**config.mk**
```make
export PLATFORM = sky130hd
export DESIGN_NAME = ir_pulse_width_bit_decoder_core
export DESIGN_NICKNAME = d
export VERILOG_FILES = /design/src/rtl/irpwd_pkg.sv /design/src/rtl/ir_pulse_width_bit_decoder_core.sv
export VERILOG_INCLUDE_DIRS = /design/src /design/src/rtl
export SDC_FILE = /design/constraint.sdc
export NUM_CORES = 1
export LEC_CHECK = 0
export BUFFER_PORTS_ARGS = -buffer_cell sky130_fd_sc_hd__buf_2
export CELL_PAD_IN_SITES_DETAIL_PLACEMENT = 1
export CELL_PAD_IN_SITES_GLOBAL_PLACEMENT = 1
export CORE_AREA = 10 10 114 116
export CTS_CLUSTER_SIZE = 20
export DETAILED_ROUTE_END_ITERATION = 8
export DIE_AREA = 0 0 124 126
export PLACE_DENSITY = 0.89
export REMOVE_ABC_BUFFERS = 1
export SKIP_LAST_GASP = 1
export SLEW_MARGIN = 20
export SYNTH_ARGS = -nofsm -noshare
export SYNTH_HDL_FRONTEND = slang
export SYNTH_SLANG_ARGS = --single-unit
```
**constraint.sdc**
```tcl
create_clock -name clk -period 9.64 [get_ports clk]
set_input_delay 1.928 -clock clk [delete_from_list [all_inputs] [get_ports clk]]
set_output_delay 1.928 -clock clk [all_outputs]
set_load 0.03 [all_outputs]
```
**src/rtl/ir_pulse_width_bit_decoder_core_assert.svh**
```systemverilog
// Assertion macros for the IR pulse-width bit decoder.
`ifndef IR_PULSE_WIDTH_BIT_DECODER_CORE_ASSERT_SVH
`define IR_PULSE_WIDTH_BIT_DECODER_CORE_ASSERT_SVH

// Same-cycle implication, disabled in reset.
`define IRPWD_ASSERT_NOW(label, clk, rst_n, cond, expr, msg) \
    label: assert property (@(posedge clk) disable iff (!rst_n) (cond) |-> (expr)) \
        else $error(msg);

// Next-cycle implication, disabled in reset.
`define IRPWD_ASSERT_NEXT(label, clk, rst_n, cond, expr, msg) \
    label: assert property (@(posedge clk) disable iff (!rst_n) (cond) |=> (expr)) \
        else $error(msg);

`endif

```
**src/rtl/irpwd_pkg.sv**
```systemverilog
// Package with the item types and constants of the IR pulse-width bit decoder.
`default_nettype none

package irpwd_pkg;

    localparam int unsigned CFG_INDEX_W = 3;
    localparam int unsigned CFG_DATA_W  = 8;

    localparam logic [CFG_INDEX_W-1:0] REG_GAP_THRESHOLD = 3'd0;
    localparam logic [CFG_INDEX_W-1:0] REG_ZERO_LOW      = 3'd1;
    localparam logic [CFG_INDEX_W-1:0] REG_ZERO_HIGH     = 3'd2;
    localparam logic [CFG_INDEX_W-1:0] REG_ONE_LOW       = 3'd3;
    localparam logic [CFG_INDEX_W-1:0] REG_ONE_HIGH      = 3'd4;

    localparam logic [7:0] GAP_THRESHOLD_RST = 8'd200;
    localparam logic [7:0] ZERO_LOW_RST      = 8'd10;
    localparam logic [7:0] ZERO_HIGH_RST     = 8'd30;
    localparam logic [7:0] ONE_LOW_RST       = 8'd40;
    localparam logic [7:0] ONE_HIGH_RST      = 8'd60;

    localparam logic [7:0] COUNT_MAX = 8'd255;

    localparam logic OP_PULSE   = 1'b0;
    localparam logic OP_SILENCE = 1'b1;

    typedef struct packed {
        logic       opcode;
        logic [7:0] pulse_width;
        logic [7:0] gap_width;
    } in_item_t;

    typedef struct packed {
        logic [15:0] frame_data;
        logic [7:0]  frame_length;
    } out_item_t;

endpackage

`default_nettype wire

```
**src/rtl/ir_pulse_width_bit_decoder_core.sv**
```systemverilog
// Top level of the IR pulse-width bit decoder.
// Usage:
//   in channel (in_valid, in_stall, in_item): one event per item, either a
//   measured pulse (pulse width plus the gap before it) or a silence timeout.
//   out channel (out_valid, out_stall, out_item): one frame per silence item
//   taken outside error-wait mode, carrying the last sixteen bits and the
//   saturating bit count.
//   cfg port (cfg_wr_en, cfg_index, cfg_data): writes the gap threshold and
//   the zero and one window bounds; write only while the block is idle.
// Timing:
//   An item is decoded in the cycle it is accepted; its frame is registered in
//   the output register, or in the skid stage while the output is stalled. One
//   item per cycle is taken while in_stall is low.
// Reset:
//   Clears the accumulator, count and wait flag, loads the default bounds and
//   empties the output register and the skid stage.
// Stall:
//   A stalled frame holds in the output register; a second frame parks in the
//   skid stage, and only then is in_stall raised until the output moves.
`default_nettype none
`include "ir_pulse_width_bit_decoder_core_assert.svh"

module ir_pulse_width_bit_decoder_core
(
    input  wire logic                                   clk,
    input  wire logic                                   rst_n,
    input  wire logic                                   in_valid,
    output logic                                        in_stall,
    input  wire irpwd_pkg::in_item_t                    in_item,
    output logic                                        out_valid,
    input  wire logic                                   out_stall,
    output irpwd_pkg::out_item_t                        out_item,
    input  wire logic                                   cfg_wr_en,
    input  wire logic [irpwd_pkg::CFG_INDEX_W-1:0]      cfg_index,
    input  wire logic [irpwd_pkg::CFG_DATA_W-1:0]       cfg_data
);

    logic [7:0]  gap_threshold_reg;
    logic [7:0]  zero_low_reg;
    logic [7:0]  zero_high_reg;
    logic [7:0]  one_low_reg;
    logic [7:0]  one_high_reg;

    logic [15:0] acc_reg;
    logic [15:0] acc_next;
    logic [7:0]  count_reg;
    logic [7:0]  count_next;
    logic        wait_reg;
    logic        wait_next;

    logic                 out_valid_reg;
    logic                 out_valid_next;
    irpwd_pkg::out_item_t out_item_reg;
    irpwd_pkg::out_item_t out_item_next;
    logic                 skid_valid_reg;
    logic                 skid_valid_next;
    irpwd_pkg::out_item_t skid_item_reg;
    irpwd_pkg::out_item_t skid_item_next;

    logic                 in_fire;
    logic                 is_pulse;
    logic                 gap_new;
    logic                 is_zero;
    logic                 is_one;
    logic [15:0]          acc_base;
    logic [7:0]           count_base;
    logic                 wait_base;
    logic                 result_fire;
    irpwd_pkg::out_item_t result;
    logic                 out_take;

    assign in_stall  = skid_valid_reg;
    assign in_fire   = in_valid && !skid_valid_reg;
    assign is_pulse  = (in_item.opcode == irpwd_pkg::OP_PULSE);
    assign gap_new   = (in_item.gap_width >= gap_threshold_reg);
    assign is_zero   = (in_item.pulse_width > zero_low_reg) &&
                       (in_item.pulse_width < zero_high_reg);
    assign is_one    = (in_item.pulse_width > one_low_reg) &&
                       (in_item.pulse_width < one_high_reg);

    assign acc_base   = gap_new ? 16'd0 : acc_reg;
    assign count_base = gap_new ? 8'd0 : count_reg;
    assign wait_base  = gap_new ? 1'b0 : wait_reg;

    assign result_fire         = in_fire && !is_pulse && !wait_reg;
    assign result.frame_data   = acc_reg;
    assign result.frame_length = count_reg;

    assign out_take  = out_valid_reg && !out_stall;
    assign out_valid = out_valid_reg;
    assign out_item  = out_item_reg;

    always_comb
    begin
        acc_next   = acc_reg;
        count_next = count_reg;
        wait_next  = wait_reg;
        if (in_fire && is_pulse)
        begin
            acc_next   = acc_base;
            count_next = count_base;
            wait_next  = wait_base;
            if (!wait_base)
            begin
                if (is_zero || is_one)
                begin
                    acc_next   = {acc_base[14:0], !is_zero};
                    count_next = (count_base == irpwd_pkg::COUNT_MAX) ?
                                 count_base : count_base + 8'd1;
                end
                else
                begin
                    wait_next = 1'b1;
                end
            end
        end
    end

    always_comb
    begin
        out_valid_next  = out_valid_reg;
        out_item_next   = out_item_reg;
        skid_valid_next = skid_valid_reg;
        skid_item_next  = skid_item_reg;
        if (!out_valid_reg || out_take)
        begin
            if (skid_valid_reg)
            begin
                out_valid_next  = 1'b1;
                out_item_next   = skid_item_reg;
                skid_valid_next = 1'b0;
            end
            else
            begin
                out_valid_next = result_fire;
                out_item_next  = result;
            end
        end
        else if (result_fire)
        begin
            skid_valid_next = 1'b1;
            skid_item_next  = result;
        end
    end

    always_ff @(posedge clk or negedge rst_n)
    begin
        if (!rst_n)
        begin
            gap_threshold_reg <= irpwd_pkg::GAP_THRESHOLD_RST;
            zero_low_reg      <= irpwd_pkg::ZERO_LOW_RST;
            zero_high_reg     <= irpwd_pkg::ZERO_HIGH_RST;
            one_low_reg       <= irpwd_pkg::ONE_LOW_RST;
            one_high_reg      <= irpwd_pkg::ONE_HIGH_RST;
        end
        else if (cfg_wr_en)
        begin
            case (cfg_index)
                irpwd_pkg::REG_GAP_THRESHOLD: gap_threshold_reg <= cfg_data;
                irpwd_pkg::REG_ZERO_LOW:      zero_low_reg      <= cfg_data;
                irpwd_pkg::REG_ZERO_HIGH:     zero_high_reg     <= cfg_data;
                irpwd_pkg::REG_ONE_LOW:       one_low_reg       <= cfg_data;
                irpwd_pkg::REG_ONE_HIGH:      one_high_reg      <= cfg_data;
                default:
                begin
                end
            endcase
        end
    end

    always_ff @(posedge clk or negedge rst_n)
    begin
        if (!rst_n)
        begin
            acc_reg        <= 16'd0;
            count_reg      <= 8'd0;
            wait_reg       <= 1'b0;
            out_valid_reg  <= 1'b0;
            skid_valid_reg <= 1'b0;
        end
        else
        begin
            acc_reg        <= acc_next;
            count_reg      <= count_next;
            wait_reg       <= wait_next;
            out_valid_reg  <= out_valid_next;
            skid_valid_reg <= skid_valid_next;
        end
    end

    always_ff @(posedge clk)
    begin
        out_item_reg  <= out_item_next;
        skid_item_reg <= skid_item_next;
    end

    `IRPWD_ASSERT_NOW(a_skid_behind_out, clk, rst_n, skid_valid_reg, out_valid_reg, "skid holds an item while the output register is empty")
    `IRPWD_ASSERT_NEXT(a_frame_lands, clk, rst_n, result_fire && !out_valid_reg, out_valid_reg && (out_item_reg.frame_data == $past(acc_reg)), "frame not loaded into the output register")
    `IRPWD_ASSERT_NEXT(a_wait_holds, clk, rst_n, wait_reg && in_fire && is_pulse && !gap_new, wait_reg && $stable(acc_reg) && $stable(count_reg), "state changed in wait mode without a new gap")

endmodule

`default_nettype wire
```
==> results.yml, run 1 <==
outcome:
  status: "finished clean"
route:
  drc: 0
  drt-vias-per-instance: 5.705
  antenna_left: 0
  drtPass1Iterations: 5
  wl_per_cell_um: 20.27
  drt_iter0_drc: 243
  num_vias: 3714
  wl_um: 13200
setup_path:
  start_kind: "input pin"
  slowest_stage: "o21ai_2"
  crit_start: "in_item[13]"
  path_class: "input pin to flip-flop"
  cp.arrival_ns: 4.43
  critical_path.max_fanout: 16
  cp_common_cell: "a211oi_1"
  cp_num_buf_inv: 1
  end_kind: "flip-flop"
  crit_path_max_incr_delay_ns: 0.51
  critPathTopFamily: "compound AO/OA/AOI/OAI gates"
  r2r_start: "one_high_reg[5]"
  critPathRequiredTime_ns: 10.04
  crit_chain: "buf_2 -> ha_1 -> a211oi_1 -> nor2_1 -> a211oi_1 -> o21ai_1 -> o21ai_2 -> nand2_1 -> a32o_1"
  worst-path-stages: 9
  rr_worst_depth: 9
floorplanning:
  rows: 38
  die_area_um2: 15620
  die_height_um: 126
  start_util_pct: 50.25
  die_w_um: 124
  coreArea_um2: 10700
  ioPinCount: 59
clock_tree:
  clk_latency_ns: 0.52
  cts_sinks: 115
  cts_tree: "yes"
  cts_hold_buf: 0
  cts.repair.resized: 0
  post-cts-setup-buffer-count: 0
  clkTransAtPathRegs_ns: 0.06
  ctsHtreeMaxLevel: 4
  cts_buffer_depth: 2
  cts_root_buffer: "clkbuf_8"
  cts_buffers: 17
yosys:
  synth_area_leaders: "edfxtp_1 27%, dfrtp_1 24%, ha_1 8.8%"
  syn_inst: 431
  synthArstFlopShare_pct: 58.26
  ys_seq_area_share_pct: 58.36
  synth.yosys.warnings: 0
  synth_edf_count: 48
  synthesis.area_um2: 5375
  synth_cell_types: 49
  synth_top_area_share_pct: 26.82
  synth_ff_type: "dfrtp_1"
  synth_top_area_cell: "edfxtp_1"
  syn_avg_cell_area_um2: 12.47
  ys_seq_elements: 115
sta:
  slew_headroom_pct: 42.80
  finalSetupViolations: 0
  finClkSkew_ns: 0.008601
  slew_violations: 0
  setup_tns_ns: 0
  post-route-min-period_ns: 4.025
  tightest_slew_ns: 0.8579
  hold_viol_final: 0
  timing.fmax_mhz: 248.5
  final.period_utilization_pct: 41.75
  rsz0062_at_grt: "false"
  setup_ws_ns: 5.615
finish:
  register_area_um2: 3137
  fin_area_um2: 6336
  nets: 569
  area_growth_pct: 17.88
  multi_input_area_um2: 2008
  final_cells: 651
  diodes: 0
  fillers: 1121
  drive_gt1_share_pct: 29.75
power:
  power.density_nw_per_um2: 238.8
  p_total_w: 0.001513
  peakVddDrop_v: 0.0001183
  power_leakage_nw: 2.822
placement:
  place_inst: 619
  place_area_um2: 5792
  dp_slack_ns: 5.125
  place.gp.congestion: 0.8012
  io_buffers: 58
  dp_hpwl_um: 9080
hold_path:
  hold_start: "gap_threshold_reg[0]"
  hold_depth: 1
  min_path_type: "flip-flop to flip-flop"
global_routing:
  grt_usage_pct: 17.95
  grt_max_degree: 68
  grt_pass1_wl_um: 21670
  grt_pass1_vias: 4232
  gr-total-overflow: 0
  antenna_found_initial: 0
run:
  maxCapViolations: 0
Yosys cell counts (2+ instances only):
cell type  instances
a21oi_1            9
a21boi_0           2
a21o_1             2
o211ai_1           2
nor2b_1            5
o21ai_1            4
clkbuf_1           7
nand3b_1           2
ha_1              38
nand3_1            7
nor3_1             4
a32o_1            15
nand4_1            5
nor2_1            14
mux2_2            35
o21ai_0           34
dfrtp_1           52
inv_1             38
edfxtp_1          48
buf_6              4
dfstp_2           15
and3_1             3
nor3b_1            3
nand2_1           44
a31oi_1            3
buf_2              4
and4_1             2
a311oi_1           2
a211oi_1           7
o2111ai_1          2
cell usage in the layout (no fill, tap or decap), drive strengths merged, types with 3 or more instances in the layout:
cell / Yosys / layout
nor3b: 3 / 3
nor2: 14 / 14
buf: 8 / 63
a21oi: 9 / 9
and3: 3 / 3
o21ai: 39 / 39
ha: 38 / 38
clkinvlp: 0 / 4
a31oi: 3 / 3
nand3: 7 / 7
clkbuf: 7 / 19
nand4: 5 / 5
o211ai: 3 / 3
clkinv: 1 / 7
inv: 38 / 40
a32o: 15 / 15
edfxtp: 48 / 48
dfstp: 15 / 15
nor3: 5 / 5
dfrtp: 52 / 52
nor2b: 5 / 5
a211oi: 8 / 8
nand2: 44 / 44
mux2: 35 / 35
final timing paths:
check / end / slack, ns
min in group asynchronous: zero_low_reg[5] / 1.60
max in group asynchronous: acc_reg[13] / 7.48
hold / removal: gap_threshold_reg[0] / 0.51
setup reg to reg: acc_reg[14] / 6.62
setup / recovery: acc_reg[14] / 5.62
hold reg to reg: gap_threshold_reg[0] / 0.51
stage by stage:
stage	hold slack, ns	utilization (%)
after floorplan	0.4431	-
after global placement	0.4759	54.14
after detailed placement	0.4872	54.14
after CTS	0.5061	59.20
after global routing	0.5262	59.23
final	0.5076	59.23
where the power goes:
group          switching [W]  total (W)  internal [W]
combinational       0.000194   0.000301      0.000107
sequential         0.0000409   0.000642      0.000601
clock               0.000224   0.000571      0.000347
total               0.000459    0.00151       0.00105
worst reg2reg max path: stages, from the launching register on:
cell and delay, ns:
dfstp_2 0.52, inv_1 0.05, ha_1 0.28, a211oi_1 0.22, nor2_1 0.09, a211oi_1 0.20
o21ai_1 0.12, o21ai_2 0.52, nand2_1 0.49, a32o_1 0.41
per-layer routing:
metal	track usage, %	share of wire [%]	up-vias
met5	0	0	-
met2	31.31	53	83
met4	8.130	2.7	0
li1	-	-	1712
met3	5.228	4.0	27
met1	19.50	40	1892
final cells by class:
| cell class | count | share of cell area [%] |
|---|---|---|
| multi-input combinational | 262 | 31.69 |
| clock inverter | 13 | 1.738 |
| tap | 140 | 2.765 |
| timing repair buffer | 63 | 5.174 |
| inverter | 39 | 2.310 |
| sequential | 115 | 49.51 |
| clock buffer | 19 | 6.813 |
cell families after synthesis:
group / synth area share (%)
adder cells (fa/ha/maj): 8.846
buffers and inverters: 4.423
multiplexers: 7.332
AND/OR/NAND/NOR: 8.846
flip-flops: 58.36
AO/OA/AOI/OAI: 12.20
Note: power is estimated with default switching activity, not from simulation.
==> inputs of run 2 (changes only) <==
--- a/config.mk
+++ b/config.mk
@@ -9,11 +9,11 @@
 export BUFFER_PORTS_ARGS = -buffer_cell sky130_fd_sc_hd__buf_2
 export CELL_PAD_IN_SITES_DETAIL_PLACEMENT = 1
 export CELL_PAD_IN_SITES_GLOBAL_PLACEMENT = 1
-export CORE_AREA = 10 10 114 116
+export CORE_AREA = 10 10 123 125
 export CTS_CLUSTER_SIZE = 20
 export DETAILED_ROUTE_END_ITERATION = 8
-export DIE_AREA = 0 0 124 126
-export PLACE_DENSITY = 0.89
+export DIE_AREA = 0 0 133 135
+export PLACE_DENSITY = 0.81
 export REMOVE_ABC_BUFFERS = 1
 export SKIP_LAST_GASP = 1
 export SLEW_MARGIN = 20
==> constraint.sdc (replaced) <==
create_clock -name clk -period 3.5 [get_ports clk]
set_input_delay 0.7 -clock clk [delete_from_list [all_inputs] [get_ports clk]]
set_output_delay 0.7 -clock clk [all_outputs]
set_load 0.03 [all_outputs]
==> run 2 against run 1 <==
  * Sequential cell count unchanged
  * Via count down 2.3%
  * Combinational power rose to 2.7 times the previous value
  * Clock-buffer cell count is the same
  * First-iteration DRC count decreased by 33%
  * Design area rose by 1.6%
  * Worst hold slack worse by 0.24 ns
  * Wire length shrank 9.2%
  * Critical path depth grew 1
  * Clock power grew to 2.9 times the previous value
  * Cell count up 5.4%
==> results.yml, run 2 (synthesized netlist as in run 1, its figures left out) <==
sta:
  timing.fmax_mhz: 370.7
  slew_headroom_pct: 52.67
  finClkSkew_ns: 0.007808
  tightest_slew_ns: 0.7100
  rsz0062_at_grt: "false"
  slew_violations: 0
  hold_viol_final: 0
  setup_ws_ns: 0.8025
  finalSetupViolations: 0
  setup_tns_ns: 0
  post-route-min-period_ns: 2.698
  final.period_utilization_pct: 77.07
setup_path:
  cp.arrival_ns: 3.05
  start_kind: "flip-flop"
  cp_common_cell: "a211oi_1"
  end_kind: "flip-flop"
  critical_path.max_fanout: 15
  slowest_stage: "and3_1"
  path_class: "flip-flop to flip-flop"
  crit_chain: "inv_1 -> ha_1 -> a211oi_1 -> nor2_1 -> a211oi_1 -> o21ai_1 -> o21ai_2 -> buf_4 -> and3_1 -> a32o_1"
  crit_path_max_incr_delay_ns: 0.55
  critPathRequiredTime_ns: 3.85
  cp_num_buf_inv: 2
  critPathTopFamily: "compound AO/OA/AOI/OAI gates"
outcome:
  status: "finished clean"
power:
  power.density_nw_per_um2: 660.6
  power_leakage_nw: 2.872
  peakVddDrop_v: 0.0002407
  p_total_w: 0.004254
floorplanning:
  start_util_pct: 42.77
  die_area_um2: 17960
  die_height_um: 135
  ioPinCount: 59
  coreArea_um2: 12570
  rows: 41
  die_w_um: 133
finish:
  area_growth_pct: 19.81
  diodes: 0
  fin_area_um2: 6440
  nets: 572
  drive_gt1_share_pct: 30.35
  final_common_cell: "buf_2"
  final_cell_mix: "58 x buf_2, 52 x dfrtp_1, 48 x edfxtp_1"
placement:
  io_buffers: 58
  dp_slack_ns: 0.5009
  place_area_um2: 5854
  place.gp.congestion: 0.8074
  dp_hpwl_um: 8916
global_routing:
  grt_pass1_vias: 4062
  grt_pass1_wl_um: 20220
  grt_max_degree: 45
  gr-total-overflow: 0
  grt_usage_pct: 14.02
  antenna_found_initial: 0
hold_path:
  min_path_type: "input pin to asynchronous set/reset pin"
route:
  wl_um: 11980
  drtPass1Iterations: 4
  drt_iter0_drc: 163
  antenna_left: 0
  drt-vias-per-instance: 5.289
  num_vias: 3628
  drc: 0
  wl_per_cell_um: 17.46
clock_tree:
  post-cts-setup-buffer-count: 0
  clk_latency_ns: 0.42
  cts_buffer_depth: 2
  cts.repair.resized: 0
  cts_hold_buf: 0
  cts_root_buffer: "clkbuf_16"
  cts_tree: "yes"
  cts_buffers: 17
  clkTransAtPathRegs_ns: 0.06
  cts_sinks: 115
  ctsHtreeMaxLevel: 4
run:
  maxCapViolations: 0
==> run 2: changes by cell type in the layout (fill, tap and decap cells not counted), sizes merged <==
cell / before / now
clkinv: 7 / 8
inv: 40 / 43
buf: 63 / 66
clkinvlp: 4 / 0
==> run 2: report_power, final <==
group / total (W) / switching [W] / internal, W / leakage, nW
sequential: 0.00176 / 0.000107 / 0.00165 / 1.34
clock: 0.00168 / 0.000632 / 0.00104 / 0.294
combinational: 0.000818 / 0.000517 / 0.000301 / 1.24
==> run 2: worst register-to-register path, cell delays in order (launching register included) <==
cell and delay [ns]:
dfstp_2 0.51, inv_1 0.05, ha_1 0.30, a211oi_1 0.21, nor2_1 0.07, a211oi_1 0.21
o21ai_1 0.12, o21ai_2 0.17, buf_4 0.22, and3_1 0.55, a32o_1 0.22
==> run 2: final cells by class <==
cell class | count | area, um2
fill | 1296 | 6128
clock inverter | 13 | 121.4
sequential | 115 | 3137
clock buffer | 19 | 464.2
tap | 172 | 215.2
inverter | 39 | 146.4
multi-input combinational | 262 | 2006
timing repair buffer | 66 | 350.3
==> run 2: path summary, 6_finish.rpt <==
| path | slack [ns] | end | startpoint | cells after the start |
|---|---|---|---|---|
| max in group asynchronous | 2.27 | gap_threshold_reg[7] | rst_n | 2 |
| hold reg to reg | 0.49 | skid_item_reg[23] | acc_reg[15] | 0 |
| min in group clk | 0.49 | skid_item_reg[23] | acc_reg[15] | 0 |
| setup / recovery | 0.80 | acc_reg[14] | one_high_reg[5] | 10 |
| setup reg to reg | 0.80 | acc_reg[14] | one_high_reg[5] | 10 |
| hold / removal | 0.27 | one_low_reg[7] | rst_n | 1 |
==> run 2: per-stage QoR <==
step | hold WS (ns) | utilization (%) | cells
3_3_place_gp | 0.4676 | 46.58 | 654
6_report | 0.2655 | 51.24 | 686
5_1_grt | 0.2915 | 51.24 | 686
4_1_cts | 0.2708 | 51.24 | 686
2_1_floorplan | 0.4044 | - | 416
3_5_place_dp | 0.4805 | 46.58 | 654
==> run 2: routing by layer <==
layer	part of all wire, %	global-route usage (%)
met3	4.2	4.080
met2	52	24.99
met1	43	15.50
met5	0	0
met4	1.2	5.134
==> inputs of run 3 (changes only) <==
--- a/config.mk
+++ b/config.mk
@@ -6,14 +6,15 @@
 export SDC_FILE = /design/constraint.sdc
 export NUM_CORES = 1
 export LEC_CHECK = 0
+export ABC_AREA = 1
 export BUFFER_PORTS_ARGS = -buffer_cell sky130_fd_sc_hd__buf_2
 export CELL_PAD_IN_SITES_DETAIL_PLACEMENT = 1
 export CELL_PAD_IN_SITES_GLOBAL_PLACEMENT = 1
-export CORE_AREA = 10 10 123 125
+export CORE_AREA = 10 10 126 128
 export CTS_CLUSTER_SIZE = 20
 export DETAILED_ROUTE_END_ITERATION = 8
-export DIE_AREA = 0 0 133 135
-export PLACE_DENSITY = 0.81
+export DIE_AREA = 0 0 136 138
+export PLACE_DENSITY = 0.84
 export REMOVE_ABC_BUFFERS = 1
 export SKIP_LAST_GASP = 1
 export SLEW_MARGIN = 20
==> constraint.sdc (replaced) <==
create_clock -name clk -period 2.69 [get_ports clk]
set_input_delay 0.538 -clock clk [delete_from_list [all_inputs] [get_ports clk]]
set_output_delay 0.538 -clock clk [all_outputs]
set_load 0.03 [all_outputs]
==> run 3 against run 2 <==
  * Maximum frequency grew 12%
  * Core utilization rose by 0.40 points
  * Synthesized cell count grew 54%
  * Clock-buffer cell count up 2
  * Largest power group unchanged
  * Global-route usage up 2.6 points
==> results.yml, run 3 <==
yosys:
  ys_seq_elements: 115
  synth_edf_count: 48
  synth_cell_types: 40
  synth_area_leaders: "edfxtp_1 24%, dfrtp_1 22%, nand2_1 12%"
  synth_ff_type: "dfrtp_1"
  syn_avg_cell_area_um2: 8.938
  synth.yosys.warnings: 0
  synth_commonest_cells: "192 x nand2_1, 94 x inv_1, 72 x o21ai_0"
  synthesis.area_um2: 5917
  ys_seq_area_share_pct: 53.01
  synth_top_area_share_pct: 24.36
  synthArstFlopShare_pct: 58.26
  synth_top_area_cell: "edfxtp_1"
  synth_most_common_cell: "nand2_1"
  syn_inst: 662
route:
  drc: 0
  drtPass1Iterations: 4
  wl_um: 14880
  antenna_left: 0
  top_layer: "met4"
  wl_per_cell_um: 16.19
  wl_met1_um: 6188
  routed-wl-met3_um: 644
  dr_wl_met2_um: 7743
  drt-vias-per-instance: 5.045
  drt_iter0_drc: 242
  num_vias: 4636
setup_path:
  start_kind: "flip-flop"
  crit_path_max_incr_delay_ns: 0.53
  path_class: "flip-flop to flip-flop"
  cp_num_buf_inv: 3
  crit_chain: "inv_1 -> ha_1 -> a21o_1 -> nor2_8 -> nand3_4 -> nor2_4 -> inv_4 -> nand2_8 -> inv_4 -> nand2_1 -> o21ai_1 -> nand2_1 -> o21ai_0"
  rr_endpoint: "acc_reg[8]"
  critPathTopFamily: "simple AND/OR/NAND/NOR gates"
  critPathRequiredTime_ns: 2.98
  cp.arrival_ns: 2.70
  rr_worst_depth: 13
  rrSetupSlack_ns: 0.28
  r2r_start: "gap_threshold_reg[7]"
  critical_path.max_fanout: 22
  end_kind: "flip-flop"
  worst-path-stages: 13
  slowest_stage: "dfstp_2"
outcome:
  status: "finished clean"
clock_tree:
  post-cts-setup-buffer-count: 0
  cts_hold_buf: 0
  ctsHtreeMaxLevel: 4
  cts_buffers: 17
  cts_buffer_depth: 2
  clk_latency_ns: 0.42
  cts.repair.resized: 0
  cts_root_buffer: "clkbuf_16"
  cts_tree: "yes"
  cts_sinks: 115
  clkTransAtPathRegs_ns: 0.05
global_routing:
  grt_pass1_wl_um: 24990
  antenna_found_initial: 0
  grt_usage_pct: 16.64
  grt_pass1_vias: 5131
  gr-total-overflow: 0
  grt_max_degree: 68
placement:
  dp_slack_ns: 0.1926
  place.gp.congestion: 0.8880
  dp_hpwl_um: 10820
  io_buffers: 58
finish:
  diodes: 0
  area_growth_pct: 17.85
  drive_gt1_share_pct: 17.86
  final_cell_mix: "192 x nand2_1, 94 x inv_1, 72 x o21ai_0"
  final_common_cell: "nand2_1"
  nets: 797
sta:
  rsz0062_at_grt: "false"
  whs_ns: 0.3109
  slew_headroom_pct: 41.65
  timing.fmax_mhz: 414.8
  finClkSkew_ns: 0.007430
  finalSetupViolations: 0
  tightest_slew_ns: 0.8752
  setup_ws_ns: 0.2794
  slew_violations: 0
  hold_viol_final: 0
  final.period_utilization_pct: 89.62
  setup_tns_ns: 0
  post-route-min-period_ns: 2.411
power:
  power.density_nw_per_um2: 915.7
  p_total_w: 0.006385
  power_leakage_nw: 3.253
  peakVddDrop_v: 0.0006781
floorplanning:
  coreArea_um2: 13500
  rows: 43
  ioPinCount: 59
  die_w_um: 136
  die_area_um2: 18770
  start_util_pct: 43.82
  die_height_um: 138
hold_path:
  min_path_type: "input pin to asynchronous set/reset pin"
run:
  maxCapViolations: 0
-- run 3: cell type report --
type,instances,area [um2]
Sequential cell,115,3137
Tap cell,180,225.2
Timing Repair Buffer,64,335.3
Clock buffer,21,440.4
Multi-Input combinational cell,429,2303
Clock inverter,11,155.1
Fill cell,1602,6531
Inverter,99,376.6
-- run 3: worst register-to-register path, delay by kind of cell, from the launching register on --
family,cells,cell delay (ns)
AND/OR/NAND/NOR,6,0.88
flip-flops,1,0.53
AO/OA/AOI/OAI,3,0.36
adder cells (fa/ha/maj),1,0.29
buffers and inverters,3,0.22
-- run 3: logic make-up after synthesis --
group	after synthesis	share of synthesized area, %
compound gates	112	10.09
simple gates	279	20.68
flops	115	53.01
buf+inv	118	8.183
fa+ha+maj	38	8.036
-- run 3: how the worst max path moves through the flow --
stage | startpoint | to | slack, ns
5_1_grt | gap_threshold_reg[7] | acc_reg[8] | 0.06
6_report | gap_threshold_reg[7] | acc_reg[8] | 0.28
4_1_cts | gap_threshold_reg[7] | acc_reg[8] | 0.27
3_5_place_dp | in_item[7] | acc_reg[8] | 0.19
3_3_place_gp | in_item[7] | acc_reg[8] | 0.27
2_1_floorplan | out_valid | skid_item_reg[0] | -0.67
-- run 3: metal layers --
metal | global-route usage (%) | vias to the layer above
met5 | 0 | -
met4 | 8.188 | 0
met3 | 4.601 | 24
met2 | 28.81 | 83
met1 | 18.16 | 2242
li1 | - | 2287
-- run 3: where the power goes --
group	switching (W)	internal [W]	total, W
logic	0.00115	0.000496	0.00165
clock network	0.000818	0.00146	0.00228
registers	0.000172	0.00229	0.00246
-- run 3: through the flow --
step                area, um2  util [%]  std cells
global route             6973     51.64        919
global placement         6377     47.23        887
detailed placement       6377     47.23        887
finish                   6973     51.64        919
floorplan                5809         -        643
CTS                      6973     51.64        919
